===== src/rtl/core/tics_pkg.sv =====
// tics_pkg: shared types, constants and small tables for the track isolation cone sum
// used by tics_front, tics_queue, tics_back and track_isolation_cone_sum
package tics_pkg;

  localparam int QUEUE_DEPTH = 4;
  localparam int QUEUE_AW    = $clog2(QUEUE_DEPTH);

  localparam logic [23:0]        PT_MIN     = 24'd256;
  localparam logic signed [19:0] PI_Q16     = 20'sd205887;
  localparam logic signed [19:0] PI_Q12_Z   = 20'sd12868;
  localparam logic signed [17:0] PI_Q12     = 18'sd12868;
  localparam logic signed [17:0] TWO_PI_Q12 = 18'sd25736;
  localparam logic [15:0]        LN2_Q16    = 16'd45426;
  localparam logic [14:0]        ETA_MAX    = 15'd32767;
  localparam logic [31:0]        U32_MAX    = 32'hFFFF_FFFF;

  typedef enum logic [1:0] {
    ACT_REF    = 2'd0,
    ACT_CAND   = 2'd1,
    ACT_FIN    = 2'd2,
    ACT_IGNORE = 2'd3
  } action_t;

  typedef enum logic [1:0] {
    REG_OUTER    = 2'd0,
    REG_INNER    = 2'd1,
    REG_RELATIVE = 2'd2,
    REG_CUT      = 2'd3
  } cfg_reg_t;

  typedef struct packed {
    logic [15:0] outer_radius;
    logic [15:0] inner_radius;
    logic        relative_mode;
    logic [31:0] isolation_cut;
  } cfg_t;

  typedef struct packed {
    action_t            action;
    logic               last_track;
    logic signed [23:0] px;
    logic signed [23:0] py;
    logic signed [23:0] pz;
    logic [23:0]        ax;
    logic [23:0]        ay;
    logic [23:0]        az;
  } item_t;

  typedef struct packed {
    logic full;
    logic empty;
  } q_stat_t;

  // cordic angle table, units of 2^-16 rad
  function automatic logic [15:0] atan_q16(input logic [3:0] i);
    logic [15:0] v;
    case (i)
      4'd0:    v = 16'd51472;
      4'd1:    v = 16'd30386;
      4'd2:    v = 16'd16055;
      4'd3:    v = 16'd8150;
      4'd4:    v = 16'd4091;
      4'd5:    v = 16'd2047;
      4'd6:    v = 16'd1024;
      4'd7:    v = 16'd512;
      4'd8:    v = 16'd256;
      4'd9:    v = 16'd128;
      4'd10:   v = 16'd64;
      4'd11:   v = 16'd32;
      4'd12:   v = 16'd16;
      4'd13:   v = 16'd8;
      4'd14:   v = 16'd4;
      default: v = 16'd2;
    endcase
    return v;
  endfunction

  function automatic logic [4:0] msb_index(input logic [24:0] v);
    logic [4:0] k;
    k = 5'd0;
    for (int b = 0; b < 25; b++) begin
      if (v[b]) k = 5'(b);
    end
    return k;
  endfunction

endpackage


===== src/rtl/core/tics_front.sv =====
// tics_front: input stage, decodes the action and takes the momentum magnitudes
// depends on tics_pkg
module tics_front (
  input  logic                clk,
  input  logic                rst,
  input  logic                in_valid,
  output logic                in_ready,
  input  logic [71:0]         in_data,
  input  logic [1:0]          in_user,
  input  logic                in_last,
  output logic                push,
  output tics_pkg::item_t     push_item,
  input  tics_pkg::q_stat_t   q_stat
);

  logic              stage_valid;
  tics_pkg::item_t   stage;
  tics_pkg::item_t   dec;
  tics_pkg::action_t act;
  logic              accept;

  assign act = tics_pkg::action_t'(in_user);

  always_comb begin
    dec.action     = act;
    dec.last_track = in_last;
    dec.px         = $signed(in_data[23:0]);
    dec.py         = $signed(in_data[47:24]);
    dec.pz         = $signed(in_data[71:48]);
    dec.ax         = in_data[23] ? 24'(-in_data[23:0])  : in_data[23:0];
    dec.ay         = in_data[47] ? 24'(-in_data[47:24]) : in_data[47:24];
    dec.az         = in_data[71] ? 24'(-in_data[71:48]) : in_data[71:48];
  end

  assign push      = stage_valid && !q_stat.full;
  assign in_ready  = !stage_valid || !q_stat.full;
  assign accept    = in_valid && in_ready;
  assign push_item = stage;

  always_ff @(posedge clk) begin
    if (rst) begin
      stage_valid <= 1'b0;
    end else if (accept) begin
      // unused action code is dropped here
      stage_valid <= (act != tics_pkg::ACT_IGNORE);
    end else if (push) begin
      stage_valid <= 1'b0;
    end
  end

  always_ff @(posedge clk) begin
    if (accept) begin
      stage <= dec;
    end
  end

endmodule


===== config.mk =====
export PLATFORM = sky130hd
export DESIGN_NAME = tics_front
export DESIGN_NICKNAME = d
export VERILOG_FILES = /design/src/rtl/core/tics_pkg.sv /design/src/rtl/core/tics_front.sv
export SDC_FILE = /design/constraint.sdc
export NUM_CORES = 1
export LEC_CHECK = 0
export ABC_AREA = 1
export CAP_MARGIN = 20
export CORE_ASPECT_RATIO = 1.75
export CORE_MARGIN = 2
export CORE_UTILIZATION = 45
export CTS_CLUSTER_DIAMETER = 80
export CTS_CLUSTER_SIZE = 25
export DETAILED_ROUTE_END_ITERATION = 8
export DONT_BUFFER_PORTS = 1
export SLEW_MARGIN = 5
export SYNTH_ARGS = -nofsm -noshare
export SYNTH_HDL_FRONTEND = slang
export SYNTH_SLANG_ARGS = --single-unit

===== constraint.sdc =====
create_clock -name clk -period 4.7 [get_ports clk]
set_input_delay 0.47 -clock clk [delete_from_list [all_inputs] [get_ports clk]]
set_output_delay 0.47 -clock clk [all_outputs]
set_load 0.02 [all_outputs]

==> metrics.yaml <==
status: "completed"
cp_max_fo: 83
syn_nets: 650
worst-setup-path-type: "reg -> reg"
cp.buffers_inverters: 1
slew_headroom: 0.459
cts_hold_buffers: 0
ff2ff_path_depth: 3
fin_skew_ns: 0.00751
nets: 658
wl_per_cell_um: 18.7
grt_max_degree: 84
min_path_type: "in -> reg"
start_util: 0.459
gr-total-overflow: 0
critPathArrivalTime_ns: 2.15
rsz0062_at_grt: "no"
post-route-min-period_ns: 2.09
dpl.cell_count: 733
syn_inst: 567
core_um2: 13900
post_cts_resize_count: 0
utilization: 0.517
vias: 4070
drt_iter0_drc: 207
die_h_um: 162
r2r-start: "stage_valid$_SDFFE_PP0P_"
grt_pass1_wl_mm: 22.1
cts_buffer_depth: 2
post-dp-hpwl_mm: 10.4
path_cells: "nand2_1 > and2_4 > buf_12"
dieArea_um2: 15200
setup_tns_ns: 0
tritoncts: "built"
slowest_stage: "and2_4"
yosys.cell_types.count: 25
max-cap-violations: 0
dpl-instance-area_um2: 6560
htree_levels: 4
io_pins: 229
r2r-end: "push_item[56]$_DFFE_PP_"
synth-seq-cells: 145
whs_path_depth: 1
stdcell_count: 765
r2r_setup_slack_ns: 2.61
max_stage_delay_ns: 0.72
power.leakage_uw: 0.00277
clkTransAtPathRegs_ns: 0.06
hold_violations: 0
io_buffers: 0
slew_violations: 0
avgSynthCellArea_um2: 11.3
min-delay-start: "rst"
synth_seq_area_share: 0.681
antenna_found_initial: 0
worst-slew-pin-transition_ns: 0.812
cts_buffers: 17
crit_family: "simple AND/OR/NAND/NOR gates"
period_share: 0.444
drive_gt1_frac: 0.0867
rows: 57
postLayoutCellArea_um2: 7180
netlist_area_um2: 6380
postCtsSetupRepairBufs: 0
drcViolationCount: 0
critPathRequiredTime_ns: 4.76
syn2layout_area_growth_pct: 12.5
antenna_cells: 0
antenna_left: 0
end_kind: "flip-flop"
min_to: "stage_valid$_SDFFE_PP0P_"
place_congestion: 0.902
insertion_delay_ns: 0.41
grt_pass1_vias: 4278
ir_drop_uv: 206
setup-violations-final: 0
grt_use_total: 0.193
vias_per_cell: 5.32
startpoint_type: "flip-flop"
routed_wl_mm: 14.3
cts.sinks: 145
yosysWarnings: 0
power_density_nw_per_um2: 457
fmax_ghz: 0.479
firstDrtPassIters: 5
dieWidth_um: 94.0
cts_root_buffer: "clkbuf_16"
worst max-delay path by stage:
stage | end | startpoint | slack [ns] | depth (start not counted)
global route | push_item[56]$_DFFE_PP_ | stage_valid$_SDFFE_PP0P_ | 2.46 | 3
finish | push_item[56]$_DFFE_PP_ | stage_valid$_SDFFE_PP0P_ | 2.61 | 3
global placement | push_item[49]$_DFFE_PP_ | q_stat[1] | 2.46 | 3
floorplan | push_item[100]$_DFFE_PP_ | q_stat[1] | 0.18 | 2
detailed placement | push_item[123]$_DFFE_PP_ | q_stat[1] | 2.43 | 3
CTS | push_item[56]$_DFFE_PP_ | stage_valid$_SDFFE_PP0P_ | 2.59 | 3
power by group:
part | switching, uW | total [uW] | internal [uW]
clock network | 520 | 1430 | 907
logic | 105 | 161 | 55.3
registers | 149 | 1690 | 1540
total | 774 | 3280 | 2510
synth_stat cells (all sizes together):
library cell,instances,area share
nand2,145,0.089
edfxtp,144,0.68
nor2,75,0.048
inv,59,0.035
nand3,51,0.042
o21ai,21,0.019
xnor2,21,0.029
xor2,17,0.023
buf,12,0.011
nand4,8,0.0078
nand3b,5,0.0059
ha,3,0.0059
nor3,2,0.0016
a21o,1,0.0012
a21oi,1,0.00078
and2,1,0.00098
dfxtp,1,0.0031
worst register-to-register path: cells and delay by family, from the launching register on:
family / cells / cell delay (ns)
buf+inv: 1 / 0.45
flops: 1 / 0.31
simple gates: 2 / 0.93
cell type report:
type	count	area, um2
clock inverters	12	180
flip-flops and latches	145	4340
clock buffers	20	447
fillers	1220	6720
inverters	59	221
multi-input cells	351	1750
repair buffers	1	20.0
well taps	177	221
cells in the final DEF, fill, tap and decap left out, types with 2 or more instances in the layout:
| cell type | instances |
|---|---|
| xor2_1 | 17 |
| nor2_1 | 68 |
| inv_6 | 3 |
| nand2_1 | 138 |
| nor3_1 | 2 |
| nand2_2 | 6 |
| clkbuf_16 | 17 |
| inv_1 | 59 |
| clkbuf_1 | 2 |
| nand4_1 | 8 |
| ha_1 | 3 |
| nand3_2 | 3 |
| xnor2_1 | 21 |
| o21ai_0 | 19 |
| nand3_1 | 48 |
| bufinv_16 | 4 |
| clkinvlp_4 | 2 |
| nor2_2 | 6 |
| clkinv_2 | 2 |
| nand3b_1 | 5 |
| edfxtp_1 | 144 |
sequential cells by signal, summed over array words and instances, names as in the netlist:
| register | cells |
|---|---|
| push_item | 144 |
| stage_valid | 1 |
kinds of logic (layout without fill, tap and decap cells):
logic type,Yosys count,count (layout),share of synthesized area
xor+xnor,38,38,0.0521
compound gates,23,23,0.0208
flops,145,145,0.681
simple gates,287,287,0.195
buf+inv,71,92,0.0457
fa+ha+maj,3,3,0.00588
per-stage QoR:
stage / total power (uW) / setup WS (ns) / hold slack, ns
after floorplan: 1850 / 0.180 / 0.539
after global placement: 1880 / 2.46 / 0.540
after detailed placement: 1880 / 2.43 / 0.542
after CTS: 3320 / 2.59 / 0.105
after global routing: 3390 / 2.46 / 0.105
final: 3280 / 2.61 / 0.126
per-layer routing:
metal  share of wire  GRT usage  vias to the layer above
li1                -          -                     1921
met1            0.32      0.184                     1883
met2            0.56      0.356                      235
met3           0.091     0.0737                       31
met4           0.024     0.0843                        0
met5               0          0                        -
(Power assumes the default switching activity.)
