==> config.mk <==
export PLATFORM = sky130hd
export DESIGN_NAME = tics_queue
export DESIGN_NICKNAME = d
export VERILOG_FILES = /design/src/rtl/core/tics_pkg.sv /design/src/rtl/core/tics_queue.sv
export SDC_FILE = /design/constraint.sdc
export NUM_CORES = 1
export LEC_CHECK = 0
export ABC_CLOCK_PERIOD_IN_PS = 5000
export BUFFER_PORTS_ARGS = -buffer_cell sky130_fd_sc_hd__buf_2
export CAP_MARGIN = 10
export CORE_MARGIN = 2
export CORE_UTILIZATION = 45
export CTS_CLUSTER_DIAMETER = 200
export DETAILED_ROUTE_END_ITERATION = 12
export PLACE_DENSITY = 0.67
export SYNTH_ARGS = -nofsm -noshare
export SYNTH_HDL_FRONTEND = slang
export SYNTH_SLANG_ARGS = --single-unit
==> constraint.sdc <==
create_clock -name clk -period 5 [get_ports clk]
set_input_delay 0.25 -clock clk [delete_from_list [all_inputs] [get_ports clk]]
set_output_delay 0.25 -clock clk [all_outputs]
set_load 0.1 [all_outputs]
==> src/rtl/core/tics_pkg.sv <==
// tics_pkg: shared types, constants and small tables for the track isolation cone sum
// used by tics_front, tics_queue, tics_back and track_isolation_cone_sum
package tics_pkg;

  localparam int QUEUE_DEPTH = 4;
  localparam int QUEUE_AW    = $clog2(QUEUE_DEPTH);

  localparam logic [23:0]        PT_MIN     = 24'd256;
  localparam logic signed [19:0] PI_Q16     = 20'sd205887;
  localparam logic signed [19:0] PI_Q12_Z   = 20'sd12868;
  localparam logic signed [17:0] PI_Q12     = 18'sd12868;
  localparam logic signed [17:0] TWO_PI_Q12 = 18'sd25736;
  localparam logic [15:0]        LN2_Q16    = 16'd45426;
  localparam logic [14:0]        ETA_MAX    = 15'd32767;
  localparam logic [31:0]        U32_MAX    = 32'hFFFF_FFFF;

  typedef enum logic [1:0] {
    ACT_REF    = 2'd0,
    ACT_CAND   = 2'd1,
    ACT_FIN    = 2'd2,
    ACT_IGNORE = 2'd3
  } action_t;

  typedef enum logic [1:0] {
    REG_OUTER    = 2'd0,
    REG_INNER    = 2'd1,
    REG_RELATIVE = 2'd2,
    REG_CUT      = 2'd3
  } cfg_reg_t;

  typedef struct packed {
    logic [15:0] outer_radius;
    logic [15:0] inner_radius;
    logic        relative_mode;
    logic [31:0] isolation_cut;
  } cfg_t;

  typedef struct packed {
    action_t            action;
    logic               last_track;
    logic signed [23:0] px;
    logic signed [23:0] py;
    logic signed [23:0] pz;
    logic [23:0]        ax;
    logic [23:0]        ay;
    logic [23:0]        az;
  } item_t;

  typedef struct packed {
    logic full;
    logic empty;
  } q_stat_t;

  // cordic angle table, units of 2^-16 rad
  function automatic logic [15:0] atan_q16(input logic [3:0] i);
    logic [15:0] v;
    case (i)
      4'd0:    v = 16'd51472;
      4'd1:    v = 16'd30386;
      4'd2:    v = 16'd16055;
      4'd3:    v = 16'd8150;
      4'd4:    v = 16'd4091;
      4'd5:    v = 16'd2047;
      4'd6:    v = 16'd1024;
      4'd7:    v = 16'd512;
      4'd8:    v = 16'd256;
      4'd9:    v = 16'd128;
      4'd10:   v = 16'd64;
      4'd11:   v = 16'd32;
      4'd12:   v = 16'd16;
      4'd13:   v = 16'd8;
      4'd14:   v = 16'd4;
      default: v = 16'd2;
    endcase
    return v;
  endfunction

  function automatic logic [4:0] msb_index(input logic [24:0] v);
    logic [4:0] k;
    k = 5'd0;
    for (int b = 0; b < 25; b++) begin
      if (v[b]) k = 5'(b);
    end
    return k;
  endfunction

endpackage

==> src/rtl/core/tics_queue.sv <==
// tics_queue: short register fifo between the front stage and the sequencer
// depends on tics_pkg
module tics_queue (
  input  logic              clk,
  input  logic              rst,
  input  logic              push,
  input  tics_pkg::item_t   push_item,
  input  logic              pop,
  output logic              pop_valid,
  output tics_pkg::item_t   pop_item,
  output tics_pkg::q_stat_t stat
);

  tics_pkg::item_t              mem [tics_pkg::QUEUE_DEPTH];
  logic [tics_pkg::QUEUE_AW-1:0] wr_ptr;
  logic [tics_pkg::QUEUE_AW-1:0] rd_ptr;
  logic [tics_pkg::QUEUE_AW:0]   count;
  logic                          do_push;
  logic                          do_pop;

  assign stat.full  = (count == (tics_pkg::QUEUE_AW+1)'(tics_pkg::QUEUE_DEPTH));
  assign stat.empty = (count == '0);
  assign pop_valid  = !stat.empty;
  assign pop_item   = mem[rd_ptr];
  assign do_push    = push && !stat.full;
  assign do_pop     = pop && !stat.empty;

  always_ff @(posedge clk) begin
    if (rst) begin
      wr_ptr <= '0;
      rd_ptr <= '0;
      count  <= '0;
    end else begin
      if (do_push) wr_ptr <= wr_ptr + 1'b1;
      if (do_pop)  rd_ptr <= rd_ptr + 1'b1;
      if (do_push && !do_pop)      count <= count + 1'b1;
      else if (!do_push && do_pop) count <= count - 1'b1;
    end
  end

  always_ff @(posedge clk) begin
    if (do_push) begin
      mem[wr_ptr] <= push_item;
    end
  end

endmodule

==> flow_metrics.py <==
metrics = {
    "worst_setup_path": {
        "worstPathRequired_ns": 4.75,
        "crit_chain": "buf_4 -> mux4_2 -> buf_2",
        "cp_slowest_stage_delay_ns": 0.92,
        "critPathKind": "reg -> out",
        "ff2ff_setup_slack_ns": 2.35,
        "slowest_stage": "dfxtp_4",
        "start_kind": "register",
        "crit_fanout": 41,
        "arrival_ns": 3.02,
        "cp_top_family": "flip-flops",
        "critPathBufInv": 2,
        "worst_setup_path_end_kind": "output port",
    },
    "logic_synthesis": {
        "syn_nets": 974,
        "ys_warn_count": 0,
        "yosys.area.top_type": "edfxtp_1",
        "ys_seq_area_share_pct": 81.74,
        "syn_area_sq_um": 21820,
        "postSynthAreaPerCell_sq_um": 26.71,
        "synthTopCellsByCount": "edfxtp_1 (588), mux4_2 (147), buf_12 (14), buf_2 (14), dfxtp_1 (9)",
        "synth.area.top_cells": "edfxtp_1 (81%), mux4_2 (15%), buf_12 (1.3%)",
        "async_reset_ff_share_pct": 0,
        "yosys_register_bits": 597,
        "synthMostInstantiatedCell": "edfxtp_1",
        "synth_edf_count": 588,
        "yosys_most_used_dff": "edfxtp_1",
        "synth_cell_types": 23,
        "netlist_instances": 817,
        "synth_top_area_share_pct": 80.91,
    },
    "clock_tree": {
        "clk_latency_ns": 0.60,
        "cts_setup_buffers": 0,
        "cts_num_sinks": 597,
        "clock_path_buffers": 3,
        "clk_pin_slew_worst_paths_ns": 0.06,
        "cts.htree.levels": 2,
        "cts_tree": "done",
        "numCtsBuffers": 58,
        "cts-root-buf": "clkbuf_16",
    },
    "timing": {
        "grt_setup_unrepaired": "no",
        "max_slew.worst_pin.slew_ns": 0.9736,
        "clock.fmax_ghz": 0.3057,
        "layout_min_cycle_time_ns": 3.271,
        "hold_violations": 0,
        "slew_headroom_pct": 35.10,
        "finalClockSkew_ns": 0.01381,
        "fin_hold_ws_ns": 0.05615,
        "period_share_pct": 65.43,
        "fin_setup_tns_ns": 0,
        "setup_viol": 0,
        "slew_viol_final": 0,
    },
    "grt": {
        "grt_pass1_vias": 11340,
        "grt_pass1_wl_um": 65420,
        "grt_max_degree": 70,
        "overflow": 0,
        "antenna_found_initial": 2,
        "grt.total_usage_pct": 17.31,
    },
    "floorplan": {
        "dieWidth_um": 224.2,
        "die_h_um": 224.2,
        "std_cell_rows": 80,
        "core_area_sq_um": 47850,
        "start_util_pct": 45.61,
        "die_area_sq_um": 50270,
        "io_pins": 301,
    },
    "power": {
        "vdd_drop_max_mv": 0.5138,
        "finalPower_mw": 17.15,
        "powerDensity_nw_per_um2": 631.5,
        "power_leakage_nw": 9.143,
    },
    "drt": {
        "top_layer_used": "met5",
        "first_pass_iters": 5,
        "vias": 10230,
        "drtAntennaViolNets": 0,
        "drc": 0,
        "wl_per_cell_um": 22.01,
        "wirelength_um": 43290,
        "wl_met1_um": 17660,
        "met2WireLength_um": 21570,
        "via_per_inst": 5.200,
        "met3_length_um": 2969,
        "drtIter0Drc": 627,
    },
    "placement": {
        "io_buffers": 300,
        "gp_congestion": 0.7146,
        "hpwl_um": 24900,
    },
    "final_layout": {
        "drive_gt1_share_pct": 40.34,
        "syn2layout_area_growth_pct": 24.45,
        "num-nets-final": 1463,
    },
    "outcome": {
        "status": "completed",
    },
    "run": {
        "drv_cap": 0,
    },
    "hold_path": {
        "min_path_type": "in -> reg",
    },
}
## layer usage
metal | GRT usage, % | vias to the layer above
met3 | 4.598 | 84
li1 | - | 4526
met4 | 6.046 | 2
met1 | 21.96 | 5320
met5 | 0 | -
met2 | 29.10 | 296
## power breakdown
| part | total [mW] | switching (mW) | internal [mW] | leakage (nW) |
|---|---|---|---|---|
| combinational | 6.86 | 5.40 | 1.46 | 2.82 |
| clock | 4.05 | 1.73 | 2.32 | 0.862 |
| sequential | 6.24 | 0.229 | 6.02 | 5.46 |
## cell usage in the layout, fill, tap and decap left out
| cell type | synthesis | routed |
|---|---|---|
| bufinv_16 | 0 | 2 |
| o21ai_0 | 2 | 2 |
| edfxtp_1 | 588 | 588 |
| mux2i_1 | 2 | 2 |
| nand2b_1 | 2 | 2 |
| clkbuf_16 | 0 | 61 |
| nor3b_2 | 0 | 1 |
| inv_1 | 5 | 5 |
| o311ai_0 | 1 | 1 |
| or3_1 | 3 | 3 |
| diode_2 | 0 | 1 |
| xor2_1 | 4 | 4 |
| o31ai_1 | 1 | 1 |
| and2_4 | 0 | 4 |
| buf_12 | 14 | 6 |
| buf_4 | 1 | 9 |
| dfxtp_4 | 0 | 2 |
| dlygate4sd3_1 | 0 | 148 |
| clkinv_2 | 0 | 11 |
| a21oi_1 | 2 | 2 |
| ha_1 | 5 | 5 |
| clkinv_1 | 0 | 11 |
| buf_2 | 14 | 300 |
| fa_1 | 1 | 1 |
| dfxtp_1 | 9 | 7 |
| nor2_1 | 6 | 6 |
| clkbuf_1 | 3 | 18 |
| clkinvlp_4 | 0 | 2 |
| mux4_2 | 147 | 147 |
## through the flow
stage / std cells / worst slack (ns) / instance area, sq um / util, %
after global placement: 1713 / 2.268 / 23910 / 49.97
final: 1967 / 1.729 / 27160 / 56.76
after CTS: 1966 / 1.557 / 27150 / 56.75
after global routing: 1967 / 1.435 / 27160 / 56.76
after floorplan: 817 / 0.04078 / 21830 / -
after detailed placement: 1713 / 2.227 / 23910 / 49.97
## tightest hold or removal path, stage by stage
cell and delay (ns):
buf_2 0.11, inv_1 0.07, or3_1 0.11, a21oi_1 0.06
## what timing repair did
| item | CTS | global route |
|---|---|---|
| gates resized for setup | 0 | 0 |
| hold buffers | 148 | 0 |
| hold endpoints to repair | 596 | 0 |
## cells by family (layout without fill, tap and decap cells)
family	Yosys count	after routing	synth area share, %
multiplexers	149	149	15.26
flip-flops	597	597	81.74
AO/OA/AOI/OAI	6	6	0.1663
buffers and inverters	39	573	1.898
other	0	1	0
adder cells (fa/ha/maj)	6	6	0.3784
AND/OR/NAND/NOR	16	16	0.3956
XOR/XNOR	4	4	0.1605
## area by class of cell
| type | count | area, sq um |
|---|---|---|
| Clock buffer | 79 | 1594 |
| Sequential cell | 597 | 17840 |
| Tap cell | 615 | 769.5 |
| Timing Repair Buffer | 463 | 3171 |
| Antenna cell | 1 | 2.502 |
| Clock inverter | 26 | 171.4 |
| Inverter | 5 | 18.77 |
| Fill cell | 3516 | 20690 |
| Multi-Input combinational cell | 181 | 3586 |
## registers in the layout, summed over array words and instances, names as in the netlist, named ones only
| register | count |
|---|---|
| rd_ptr | 2 |
| count | 3 |
| wr_ptr | 2 |
| mem | 588 |
## path summary, 6_finish.rpt
path                                start           to  cells after the start
worst min register to register  wr_ptr[1]    wr_ptr[1]                      2
worst max register to register   count[0]   mem[2][56]                      4
worst max-delay path             register  pop_item[8]                      3
worst min-delay path                 push    wr_ptr[0]                      4
No activity file was read; power rests on OpenSTA's default activity.
